## config.mk

```make
export PLATFORM = sky130hd
export DESIGN_NAME = totp_hmac_sha1_code_generator
export DESIGN_NICKNAME = d
export VERILOG_FILES = /design/src/rtl/totp_pkg.sv /design/src/rtl/totp_hmac_sha1_code_generator.sv
export SDC_FILE = /design/constraint.sdc
export NUM_CORES = 2
export LEC_CHECK = 0
export BUFFER_PORTS_ARGS = -buffer_cell sky130_fd_sc_hd__buf_2
export CAP_MARGIN = 20
export CORE_AREA = 10 10 434 436
export DETAILED_ROUTE_END_ITERATION = 8
export DIE_AREA = 0 0 444 446
export GPL_TIMING_DRIVEN = 0
export PLACE_DENSITY = 0.76
export SYNTH_ARGS = -nofsm -noshare
export SYNTH_HDL_FRONTEND = slang
export SYNTH_SLANG_ARGS = --single-unit
```

## constraint.sdc

```tcl
create_clock -name clk -period 22.6 [get_ports clk]
set_clock_uncertainty 0.05 [all_clocks]
set_input_delay 3.39 -clock clk [delete_from_list [all_inputs] [get_ports clk]]
set_output_delay 3.39 -clock clk [all_outputs]
set_load 0.02 [all_outputs]
```

## src/rtl/totp_pkg.sv

```systemverilog
package totp_pkg;
  localparam logic [31:0] H0 = 32'h67452301;
  localparam logic [31:0] H1 = 32'hEFCDAB89;
  localparam logic [31:0] H2 = 32'h98BADCFE;
  localparam logic [31:0] H3 = 32'h10325476;
  localparam logic [31:0] H4 = 32'hC3D2E1F0;
  localparam logic [31:0] K0 = 32'h5A827999;
  localparam logic [31:0] K1 = 32'h6ED9EBA1;
  localparam logic [31:0] K2 = 32'h8F1BBCDC;
  localparam logic [31:0] K3 = 32'hCA62C1D6;
  localparam logic [31:0] IPAD = 32'h36363636;
  localparam logic [31:0] OPAD = 32'h5C5C5C5C;
  localparam logic [31:0] PAD_ONE = 32'h80000000;
  localparam logic [31:0] LEN_INNER = 32'd576;
  localparam logic [31:0] LEN_OUTER = 32'd672;
  localparam logic [31:0] CODE_MOD = 32'd1000000;
  // floor((2^32 - 1) / 1e6): quotient estimate is at most 2 low
  localparam logic [31:0] CODE_RECIP = 32'hFFFF_FFFF / CODE_MOD;
  localparam int KEY_WORDS = 8;
  localparam logic [2:0] CFG_KEY_LAST = 3'd7;

  typedef enum logic [7:0] {
    ST_IDLE  = 8'b0000_0001,
    ST_DIV   = 8'b0000_0010,
    ST_LOAD  = 8'b0000_0100,
    ST_ROUND = 8'b0000_1000,
    ST_ADD   = 8'b0001_0000,
    ST_TRUNC = 8'b0010_0000,
    ST_MOD   = 8'b0100_0000,
    ST_OUT   = 8'b1000_0000
  } state_t;

  function automatic logic [31:0] rotl(input logic [31:0] x, input logic [4:0] n);
    rotl = (x << n) | (x >> (6'd32 - {1'b0, n}));
  endfunction
endpackage

```

## src/rtl/totp_hmac_sha1_code_generator.sv

```systemverilog
// Channel | Ports                                   | Transaction
// in      | in_valid/in_ready, in_unix_seconds      | one timestamp
// out     | out_valid/out_ready, otp/left/fresh     | one result per timestamp
// cfg     | cfg_we, cfg_index, cfg_wdata            | key word write, no wait
// Sequence: a same step runs the divide, then the output load. A new step also adds 4
// SHA-1 blocks (load, 80 rounds, add), a byte-shift truncation and a second divide
// for mod 1e6. One round unit and one 32x32 multiplier (reciprocal divide) are
// shared.
// Reset: synchronous active-low, clears key, held step/code and control.
// Stalls: in_ready is high only in idle; a finished result waits in ST_OUT while
// the output register still holds an unaccepted transaction.
module totp_hmac_sha1_code_generator #(
  parameter int STEP_SECONDS = 30
) (
  input  logic        clk,
  input  logic        rst_n,
  input  logic        in_valid,
  output logic        in_ready,
  input  logic [31:0] in_unix_seconds,
  output logic        out_valid,
  input  logic        out_ready,
  output logic [19:0] out_otp_code,
  output logic [4:0]  out_seconds_left,
  output logic        out_fresh_code,
  input  logic        cfg_we,
  input  logic [2:0]  cfg_index,
  input  logic [63:0] cfg_wdata
);
  import totp_pkg::*;

  localparam logic [31:0] STEP_C = 32'(STEP_SECONDS);
  // floor((2^32 - 1) / step): quotient estimate is at most 2 low
  localparam logic [31:0] STEP_RECIP = 32'hFFFF_FFFF / STEP_C;

  state_t state_r;
  logic [63:0] key_r [KEY_WORDS];
  logic [31:0] held_step_r;
  logic        step_known_r;
  logic [19:0] held_code_r;
  logic [4:0]  left_r;
  logic        fresh_r;

  // output register
  logic [19:0] out_code_r;
  logic [4:0]  out_left_r;
  logic        out_fresh_r;
  logic        out_load;

  // reciprocal divider: q = dq * recip >> 32, rem = dq - q * div, then fix up
  logic [31:0] dq_r, q_r, rem_r, div_r, recip_r;
  logic [1:0]  dcnt_r;     // 0: estimate, 1: back-multiply, 2: correct
  logic        mod_pass_r; // 0: time/step, 1: bin % 1e6
  logic [31:0] mul_a, mul_b;
  logic [63:0] mul_p;

  // SHA-1 engine
  logic [31:0] w_r [16];
  logic [31:0] a_r, b_r, c_r, d_r, e_r;
  logic [31:0] h_r [5];
  logic [31:0] ih_r [5];
  logic [6:0]  rnd_r;
  logic [1:0]  blk_r;   // 0 key^ipad, 1 step, 2 key^opad, 3 inner digest
  logic [4:0]  tcnt_r;

  assign in_ready = (state_r == ST_IDLE);
  assign out_load = (state_r == ST_OUT) && (!out_valid || out_ready);

  // one shared multiplier
  assign mul_a = (dcnt_r == 2'd0) ? dq_r : q_r;
  assign mul_b = (dcnt_r == 2'd0) ? recip_r : div_r;
  assign mul_p = 64'(mul_a) * 64'(mul_b);

  // round logic
  logic [31:0] f, k, t, wnew;
  always_comb begin
    if (rnd_r < 7'd20) begin
      f = (b_r & c_r) | (~b_r & d_r); k = K0;
    end else if (rnd_r < 7'd40) begin
      f = b_r ^ c_r ^ d_r; k = K1;
    end else if (rnd_r < 7'd60) begin
      f = (b_r & c_r) | (b_r & d_r) | (c_r & d_r); k = K2;
    end else begin
      f = b_r ^ c_r ^ d_r; k = K3;
    end
    wnew = rotl(w_r[13] ^ w_r[8] ^ w_r[2] ^ w_r[0], 5'd1);
    t = rotl(a_r, 5'd5) + f + e_r + k + w_r[0];
  end

  // message for the block being loaded
  logic [31:0] blkw [16];
  always_comb begin
    for (int i = 0; i < 16; i++) begin
      blkw[i] = '0;
    end
    case (blk_r)
      2'd0, 2'd2: begin
        for (int i = 0; i < 16; i++) begin
          blkw[i] = (i % 2 == 1 ? key_r[i / 2][31:0] : key_r[i / 2][63:32])
                    ^ (blk_r == 2'd0 ? IPAD : OPAD);
        end
      end
      2'd1: begin
        blkw[1] = held_step_r;
        blkw[2] = PAD_ONE;
        blkw[15] = LEN_INNER;
      end
      default: begin
        for (int i = 0; i < 5; i++) begin
          blkw[i] = ih_r[i];
        end
        blkw[5] = PAD_ONE;
        blkw[15] = LEN_OUTER;
      end
    endcase
  end

  always_ff @(posedge clk) begin
    if (!rst_n) begin
      state_r <= ST_IDLE;
      for (int i = 0; i < KEY_WORDS; i++) key_r[i] <= '0;
      held_step_r <= '0;
      step_known_r <= 1'b0;
      held_code_r <= '0;
      out_valid <= 1'b0;
      out_code_r <= '0;
      out_left_r <= '0;
      out_fresh_r <= 1'b0;
      dcnt_r <= '0;
      mod_pass_r <= 1'b0;
      rnd_r <= '0;
      blk_r <= '0;
      tcnt_r <= '0;
    end else begin
      if (cfg_we && cfg_index <= CFG_KEY_LAST) key_r[cfg_index] <= cfg_wdata;
      if (out_load) out_valid <= 1'b1;
      else if (out_ready) out_valid <= 1'b0;
      case (state_r)
        ST_IDLE: begin
          if (in_valid && in_ready) begin
            dq_r <= in_unix_seconds;
            div_r <= STEP_C;
            recip_r <= STEP_RECIP;
            dcnt_r <= '0;
            mod_pass_r <= 1'b0;
            state_r <= ST_DIV;
          end
        end
        ST_DIV: begin
          case (dcnt_r)
            2'd0: begin
              q_r <= mul_p[63:32];
              dcnt_r <= 2'd1;
            end
            2'd1: begin
              // estimate never exceeds the true quotient, so no underflow
              rem_r <= dq_r - mul_p[31:0];
              dcnt_r <= 2'd2;
            end
            default: begin
              if (rem_r >= div_r) begin
                rem_r <= rem_r - div_r;
                q_r <= q_r + 32'd1;
              end else if (mod_pass_r) begin
                held_code_r <= rem_r[19:0];
                fresh_r <= 1'b1;
                state_r <= ST_OUT;
              end else begin
                left_r <= 5'(STEP_C - rem_r);
                if (!step_known_r || q_r != held_step_r) begin
                  held_step_r <= q_r;
                  step_known_r <= 1'b1;
                  blk_r <= 2'd0;
                  h_r[0] <= H0; h_r[1] <= H1; h_r[2] <= H2; h_r[3] <= H3; h_r[4] <= H4;
                  state_r <= ST_LOAD;
                end else begin
                  fresh_r <= 1'b0;
                  state_r <= ST_OUT;
                end
              end
            end
          endcase
        end
        ST_LOAD: begin
          for (int i = 0; i < 16; i++) w_r[i] <= blkw[i];
          a_r <= h_r[0]; b_r <= h_r[1]; c_r <= h_r[2]; d_r <= h_r[3]; e_r <= h_r[4];
          rnd_r <= '0;
          state_r <= ST_ROUND;
        end
        ST_ROUND: begin
          for (int i = 0; i < 15; i++) w_r[i] <= w_r[i + 1];
          w_r[15] <= wnew;
          e_r <= d_r; d_r <= c_r; c_r <= rotl(b_r, 5'd30); b_r <= a_r; a_r <= t;
          rnd_r <= rnd_r + 7'd1;
          if (rnd_r == 7'd79) state_r <= ST_ADD;
        end
        ST_ADD: begin
          blk_r <= blk_r + 2'd1;
          if (blk_r == 2'd1) begin
            ih_r[0] <= h_r[0] + a_r; ih_r[1] <= h_r[1] + b_r; ih_r[2] <= h_r[2] + c_r;
            ih_r[3] <= h_r[3] + d_r; ih_r[4] <= h_r[4] + e_r;
            h_r[0] <= H0; h_r[1] <= H1; h_r[2] <= H2; h_r[3] <= H3; h_r[4] <= H4;
            state_r <= ST_LOAD;
          end else begin
            h_r[0] <= h_r[0] + a_r; h_r[1] <= h_r[1] + b_r; h_r[2] <= h_r[2] + c_r;
            h_r[3] <= h_r[3] + d_r; h_r[4] <= h_r[4] + e_r;
            if (blk_r == 2'd3) begin
              tcnt_r <= {1'b0, (h_r[4][3:0] + e_r[3:0])};
              state_r <= ST_TRUNC;
            end else begin
              state_r <= ST_LOAD;
            end
          end
        end
        ST_TRUNC: begin
          // shift the digest left one byte a cycle until the offset byte leads
          if (tcnt_r == 5'd0) begin
            dq_r <= {1'b0, h_r[0][30:0]};
            div_r <= CODE_MOD;
            recip_r <= CODE_RECIP;
            dcnt_r <= '0;
            mod_pass_r <= 1'b1;
            state_r <= ST_DIV;
          end else begin
            h_r[0] <= {h_r[0][23:0], h_r[1][31:24]};
            h_r[1] <= {h_r[1][23:0], h_r[2][31:24]};
            h_r[2] <= {h_r[2][23:0], h_r[3][31:24]};
            h_r[3] <= {h_r[3][23:0], h_r[4][31:24]};
            h_r[4] <= {h_r[4][23:0], 8'h00};
            tcnt_r <= tcnt_r - 5'd1;
          end
        end
        ST_OUT: begin
          if (out_load) begin
            out_code_r <= held_code_r;
            out_left_r <= left_r;
            out_fresh_r <= fresh_r;
            state_r <= ST_IDLE;
          end
        end
        default: state_r <= ST_IDLE;
      endcase
    end
  end

  assign out_otp_code = out_code_r;
  assign out_seconds_left = out_left_r;
  assign out_fresh_code = out_fresh_r;
endmodule

```

==> summary.txt <==
Clocking
  – CTS tree: yes
  – Clock sink count: 1712
  – Post-CTS Setup Bufs: 0
  – Post-CTS Hold Buffers: 0
  – Max H-tree Level: 4
  – TritonCTS Buffers: 179
  – Worst-path clk slew: 0.06 ns
  – Number of gates resized after CTS: 0
  – Clock Path Buffers: 3
  – Clock Tree Root: clkbuf_16
  – Clock latency on the worst-skew pair: 0.90 ns

Floorplanning
  – Io pins: 132
  – Rows: 156
  – Die X: 444 microns
  – Die height: 446 microns
  – Die area: 198000 sq um
  – Initial Utilization: 59.63%
  – Core area: 179800 sq um

Synthesis
  – Compound-Gate Fraction of Synth Area: 11.40%
  – Share of the synthesized area in the top cell type: 45.04%
  – Number of synthesized flops with an enable pin: 1608
  – Count leader, synth: edfxtp_1
  – Register area share after synthesis: 46.98%
  – Synth Cell Area: 107200 sq um
  – Synth top cells by count: 1608 x edfxtp_1, 1304 x nand2_1, 884 x inv_1
  – Top cells by area, synth: edfxtp_1 45%, fa_1 10%, ha_1 7.6%, nand2_1 4.6%, and2_1 3.3%
  – Synthesized flop and latch total: 1712
  – Post-Synth Adder-Cell Area: 17.88%
  – Post-Syn Nets: 11287
  – Mux contribution to synthesized area: 1.663%
  – Simple-gate share of the synthesized area: 13.36%
  – Mapped Avg Cell Area: 10.74 sq um
  – Yosys cell types: 91
  – Xor and xnor area share after synthesis: 3.742%
  – Largest family of logic cells by synthesized area: adder cells
  – Post-synthesis cell count: 9981
  – Async set-reset flop share out of synthesis: 0%
  – Ys Warns: 0
  – Most area-hungry cell type in the Yosys netlist: edfxtp_1
  – Synth Flop Type: edfxtp_1

Placed design
  – Cell Count Post-Placement: 12530
  – Placement-stage cell area: 112000 sq um
  – I/O Buffers: 131
  – Detail Placement HPWL: 328500 microns
  – Global placement routability congestion: 1.045

STA
  – Slew Viols, Final: 0
  – Rel. slew slack: 4.156%
  – RSZ-0062 raised after global routing: false
  – Peak Freq: 81.24 MHz
  – Number of hold violations in the final report: 0
  – Final setup violation count: 0
  – Minimum clock period after layout: 12.31 ns
  – Final period utilization: 54.47%
  – Slew @ Worst Pin: 1.438 ns

Critical path
  – Critical Path End Type: flip-flop
  – Reg-to-reg slack, setup: 10.29 ns
  – CP max stage cell: clkbuf_1
  – Maximum fanout along the worst path: 10
  – Most used cell, CP: inv_1
  – Reg2Reg Depth: 34
  – CP Data Arrival Time: 12.84 ns
  – Crit Path Category: flip-flop to flip-flop
  – End of the worst register-to-register path: rem_r[31]
  – Crit-path max cell delay: 0.90 ns
  – Crit path launch type: flip-flop
  – Worst R2R Start: dcnt_r[1]
  – Worst Path Required: 23.13 ns

Final layout
  – Fillers: 14042
  – Final Net Count: 11651
  – P&R area growth vs syn: 10.16%
  – Layout cells sized above 1: 5.345%
  – Post-Route Utilization: 65.69%
  – Finished Layout Cells: 12978
  – Final instance area: 118100 sq um

Detailed routing
  – DRT antenna net count: 0
  – Initial DRC Count: 13462
  – DRC: 0
  – Avg WL per Cell: 32.71 microns
  – Detailed-route via count: 84753
  – Initial DRT Pass Iterations: 7
  – Routed WL: 424500 microns
  – Vias per cell: 6.531

Hold path
  – Hold path endpoint: out_seconds_left[0]
  – Hold_sp: out_seconds_left[0]
  – Hold path depth: 2
  – Hold WC Path Type: flip-flop to flip-flop

GRT
  – GRT Overall Usage: 41.91%
  – First-pass GRT wire length: 588200 microns
  – Vias in the first global route: 81033
  – Grt ovf: 0
  – Largest net degree at the start of global routing: 80
  – Initial antenna violation count: 63

Run
  – Number of max-cap violations: 0

Status
  – Status: finished clean
[critical path, delay by kind of cell (launching register included)]
family	cells	cell delay (ns)
fa+ha+maj	10	3.94
xor+xnor	1	0.27
buf+inv	9	2.51
flops	1	0.39
simple gates	3	1.38
compound gates	11	3.44
[final cells by class]
| cell class | count | area (sq um) | area share [%] |
|---|---|---|---|
| clock buffers | 218 | 4667 | 3.952 |
| repair buffers | 183 | 1689 | 1.430 |
| plain buffers | 498 | 1994 | 1.689 |
| well taps | 2370 | 2965 | 2.511 |
| inverters | 888 | 3333 | 2.822 |
| clock inverters | 114 | 1145 | 0.9694 |
| diodes | 112 | 280.3 | 0.2373 |
| flip-flops and latches | 1712 | 50370 | 42.65 |
| multi-input cells | 6883 | 51650 | 43.74 |
[cell usage in the layout (no fill, tap or decap), types with 70 or more instances in the layout]
cell type / count
edfxtp_1: 1608
a21oi_1: 632
xor2_1: 145
diode_2: 112
o31ai_1: 77
and2_1: 570
and3_1: 111
mux2i_1: 177
inv_1: 884
o22a_1: 70
nor3_1: 90
o21ai_0: 587
dfxtp_1: 104
clkbuf_16: 180
nand2_1: 1302
nor2_1: 592
nand3_1: 110
ha_1: 652
xnor2_1: 313
a21o_1: 155
fa_1: 550
clkbuf_1: 469
buf_2: 156
[kinds of logic (layout without fill, tap and decap cells)]
group | count (synthesis) | after routing
AOI/OAI and AO/OA | 1978 | 1978
xor gates and xnor gates | 458 | 458
adders and majority gates | 1202 | 1202
buffers and inverters | 1386 | 1901
DFF | 1712 | 1712
muxes | 178 | 178
other | 0 | 112
and+or+nand+nor | 3067 | 3067
[registers in the layout (all words and copies together), names as in the netlist, 32 cells and up]
register,count
q_r,32
e_r,32
h_r,160
dq_r,32
a_r,32
held_step_r,32
d_r,32
key_r,512
c_r,32
ih_r,160
rem_r,32
b_r,32
w_r,512
[layer usage]
layer	routed length, microns	track usage, %	vias up
met2	185800	63.15	6503
met4	41690	33.22	8
met5	57	0	-
met1	142900	50.76	41251
met3	54010	11.69	1549
li1	-	-	35442
[how the worst max path moves through the flow]
stage / start / to / depth (start not counted)
after floorplan: rst_n / w_r[0][0] / 5
after global placement: rst_n / w_r[0][243] / 6
after detailed placement: dcnt_r[1] / rem_r[31] / 37
after CTS: dcnt_r[1] / rem_r[31] / 37
after global routing: dcnt_r[1] / rem_r[31] / 37
final: dcnt_r[1] / rem_r[31] / 34
[per-stage QoR]
step / setup slack [ns] / hold slack (ns) / TNS (ns)
final: 10.29 / 0.4024 / 0
after floorplan: 6.219 / 0.3835 / 0
after global routing: 10.26 / 0.4218 / 0
after detailed placement: 10.56 / 0.3937 / 0
after CTS: 10.55 / 0.4026 / 0
after global placement: -0.7901 / 0.3900 / -358.32
Power is not shown: default switching activity piles up to over one toggle a cycle in this logic, so the estimate is an artifact.
